[src/rtl/ihpq_pkg.sv]
// Shared types, codes and helpers of the indexed max-heap priority queue.
package ihpq_pkg;

   localparam int SLOT_COUNT = 256;
   localparam int POS_BITS   = 8;
   localparam int CNT_BITS   = 9;
   localparam int ID_BITS    = 8;
   localparam int KEY_BITS   = 8;

   typedef enum logic [2:0] {
      OP_INSERT      = 3'd0,
      OP_INSERT_LAZY = 3'd1,
      OP_BUILD       = 3'd2,
      OP_UPDATE      = 3'd3,
      OP_ERASE       = 3'd4,
      OP_ERASE_LAZY  = 3'd5,
      OP_POP         = 3'd6,
      OP_PEEK        = 3'd7
   } opcode_type;

   typedef enum logic [2:0] {
      ST_OK      = 3'd0,
      ST_EMPTY   = 3'd1,
      ST_FULL    = 3'd2,
      ST_ABSENT  = 3'd3,
      ST_PRESENT = 3'd4
   } status_type;

   typedef enum logic [3:0] {
      S_IDLE,
      S_DECODE,
      S_LOOKUP,
      S_TOP,
      S_MOVE_LD,
      S_UPD_LD,
      S_BUILD,
      S_SK_LD,
      S_SK_L,
      S_SK_R,
      S_SK_C,
      S_RISE,
      S_RISE_C,
      S_DONE
   } state_type;

   typedef struct packed {
      logic [ID_BITS-1:0]  id;
      logic [KEY_BITS-1:0] deg;
   } slot_type;

   // which member of a family ranks first
   typedef enum logic [1:0] {
      PICK_SELF  = 2'd0,
      PICK_LEFT  = 2'd1,
      PICK_RIGHT = 2'd2
   } pick_type;

   typedef struct packed {
      slot_type self;
      slot_type left;
      slot_type right;
      logic     left_ok;
      logic     right_ok;
   } family_type;

   // larger degree first, larger id breaks ties
   function automatic logic ranks_above(slot_type a, slot_type b);
      logic res;
      if (a.deg == b.deg) res = a.id > b.id;
      else res = a.deg > b.deg;
      return res;
   endfunction

endpackage

[src/rtl/ihpq_rank.sv]
// Shared compare unit: picks the highest-ranked member of a heap family.
module ihpq_rank (
   input  ihpq_pkg::family_type fam,
   output ihpq_pkg::pick_type   pick
);

   ihpq_pkg::slot_type after_left;
   logic               take_left;

   // left child against the parent, then right child against the winner
   always_comb begin
      take_left  = fam.left_ok && ihpq_pkg::ranks_above(fam.left, fam.self);
      after_left = take_left ? fam.left : fam.self;
      if (fam.right_ok && ihpq_pkg::ranks_above(fam.right, after_left)) begin
         pick = ihpq_pkg::PICK_RIGHT;
      end else if (take_left) begin
         pick = ihpq_pkg::PICK_LEFT;
      end else begin
         pick = ihpq_pkg::PICK_SELF;
      end
   end

endmodule

[config.mk]
export PLATFORM = sky130hd
export DESIGN_NAME = ihpq_rank
export DESIGN_NICKNAME = d
export VERILOG_FILES = /design/src/rtl/ihpq_pkg.sv /design/src/rtl/ihpq_rank.sv
export SDC_FILE = /design/constraint.sdc
export NUM_CORES = 1
export LEC_CHECK = 0
export BUFFER_PORTS_ARGS = -buffer_cell sky130_fd_sc_hd__buf_4
export CAP_MARGIN = 20
export CORE_MARGIN = 2
export CORE_UTILIZATION = 40
export DETAILED_ROUTE_END_ITERATION = 10
export PLACE_DENSITY_LB_ADDON = 0.3
export REMOVE_ABC_BUFFERS = 1
export SYNTH_ARGS = -nofsm -noshare
export SYNTH_HDL_FRONTEND = slang
export SYNTH_SLANG_ARGS = --single-unit
export TNS_END_PERCENT = 20
[constraint.sdc]
create_clock -name vclk -period 6.3
set_input_delay 1.26 -clock vclk [all_inputs]
set_output_delay 1.26 -clock vclk [all_outputs]
set_load 0.01 [all_outputs]
==> flow_summary_export.csv <==
group,metric,value,unit
hold_path,whs_endpoint,"pick[1]",
final_layout,seq_cells,0,
die,dieWidth,53.24,um
outcome,run_status,"completed",
power,p_total,101.4,uW
power,vdd_drop_max,0.03828,mV
final_layout,syn2layout_area_growth,41.42,%
synthesis,synth_area,969.7,um2
synthesis,synthTopCellsByCount,"ha_1 (32), inv_1 (18), a21oi_1 (14), mux2i_1 (14), nand4_1 (8)",
placed_design,hpwlAfterDp,2333,um
placed_design,io_buffers,52,
setup_path,startpoint,"fam[27]",
hold_path,min-delay-start,"fam[0]",
power,p_per_area,73.97,mW/mm2
synthesis,synth.most_common_cell,"ha_1",
clocking,cts_hold_buf,0,
sta,maxSlewViolCount,0,
flow_run,max_cap_viol_count,0,
route,first_pass_iters,4,
setup_path,start_kind,"input pin",
die,initial_utilization,0.4301,
sta,relSlewSlack,0.8028,
die,core_area,0.002255,mm2
die,die-area,0.002834,mm2
route,ant_nets,0,
placed_design,place_congestion,0.7810,
hold_path,hold_class,"input pin to output port",
synthesis,yosysTopAreaCell,"ha_1",
route,drt_iter0_markers,8,
global_route,grt_max_degree,13,
synthesis,yosysTopAreaCellShare,0.4129,
sta,worstMarginPinSlew,295.8,ps
hold_path,hold_depth,4,
die,die_y,53.24,um
final_layout,nets,254,
final_layout,diodes,0,
clocking,cts_resized,0,
final_layout,drive_gt1_frac,0.3353,
route,drt_wl_total,2464,um
die,ios,52,
power,leakagePower,0.7471,nW
final_layout,nClkBuffers,0,
sta,hold_violations,0,
route,dr_total_vias,1007,
clocking,post_cts_buffers,0,
synthesis,yosysSeqAreaShare,0,
setup_path,cp_max_fo,12,
sta,final-setup-viol-count,0,
final_layout,final_cell_area,0.001371,mm2
sta,setup_tns,0,ps
setup_path,end_kind,"output port",
global_route,grt.overflow.total,0,
synthesis,yosysWarnings,0,
final_layout,seq_area,0,um2
placed_design,place_area,0.001371,mm2
synthesis,synthTopCellsByArea,"ha_1 (41%), mux2i_1 (14%), a21oi_1 (7.2%)",
route,drc,0,
synthesis,synth_cell_types,23,
global_route,grt_antenna_before_repair,0,
synthesis,syn_avg_cell_area,8.149,um2
global_route,first_global_vias,1026,
setup_path,worst-setup-path-type,"input pin to output port",
setup_path,cp.required,5040,ps
sta,post-route-min-period,5507,ps
die,rows,17,
sta,rsz0062_at_grt,"false",
global_route,grt_pass1_wl,4050,um
route,wire_per_inst,12.44,um
synthesis,syn_inst,119,
sta,fin_crit_sh,0.8741,
global_route,grt_usage,0.1842,
route,via_per_inst,5.086,
sta,max_freq,181.6,MHz
setup_path,worstPathArrival,4250,ps
==> cell usage in the layout, fill, tap and decap left out, types with 2 or more instances in the layout <==
cell type	count
buf_4	53
ha_1	32
inv_1	18
a21oi_1	14
mux2i_1	14
nand4_1	8
o21ai_0	7
nand2_1	4
nor2_1	4
nand2b_1	2
mux2_4	2
nor2b_1	2
==> area by class of cell <==
class                           instances  area [um2]
Multi-Input combinational cell         99       870.8
Fill cell                             228       883.3
Tap cell                               28       35.03
Inverter                               18       67.56
Timing Repair Buffer                   53       397.9
==> worst max-delay path, stage by stage <==
cell and delay (ps):
buf_4 120, ha_1 310, nor2b_4 140, o211ai_2 130, a21oi_1 80, o22a_1 180
o311a_1 410, buf_4 250, mux2_4 310, ha_1 270, nand4_1 120, nand2b_1 60
a21oi_1 130, nor3_1 60, a21oi_1 200, nor2b_1 80, buf_4 140
==> per-stage QoR <==
step	cells	hold slack (ps)	setup slack, ps	util
after global placement	198	2888	866.1	0.6082
after floorplan	117	2641	953.4	-
after detailed placement	198	2888	822.1	0.6082
after CTS	198	2890	804.5	0.6082
final	198	2887	793.3	0.6082
after global routing	198	2905	581.1	0.6082
==> where the power goes <==
part | switching, mW | internal (mW) | total [mW] | leakage, nW
Clock | 0 | 0 | 0 | 0
Sequential | 0 | 0 | 0 | 0
Combinational | 0.0455 | 0.0559 | 0.101 | 0.747
==> cell families after synthesis <==
group / after synthesis / synth area share
AOI/OAI and AO/OA: 29 / 0.1819
muxes: 16 / 0.1755
adders and majority gates: 32 / 0.4129
buffers and inverters: 20 / 0.1019
and+or+nand+nor: 22 / 0.1277
==> worst max-delay path by stage <==
stage | to | slack [ps] | cells after the start
finish | pick[0] | 790 | 17
CTS | pick[0] | 800 | 17
global placement | pick[0] | 870 | 17
floorplan | pick[0] | 950 | 15
global route | pick[0] | 580 | 18
detailed placement | pick[0] | 820 | 17
==> metal layers <==
| layer | routed length [um] | GRT usage | up-vias |
|---|---|---|---|
| met2 | 1311 | 0.3683 | 23 |
| met4 | 0 | 0 | 0 |
| met1 | 1026 | 0.2239 | 440 |
| met5 | 0 | 0 | - |
| li1 | - | - | 544 |
| met3 | 127 | 0.008475 | 0 |
(Power assumes the default switching activity.)
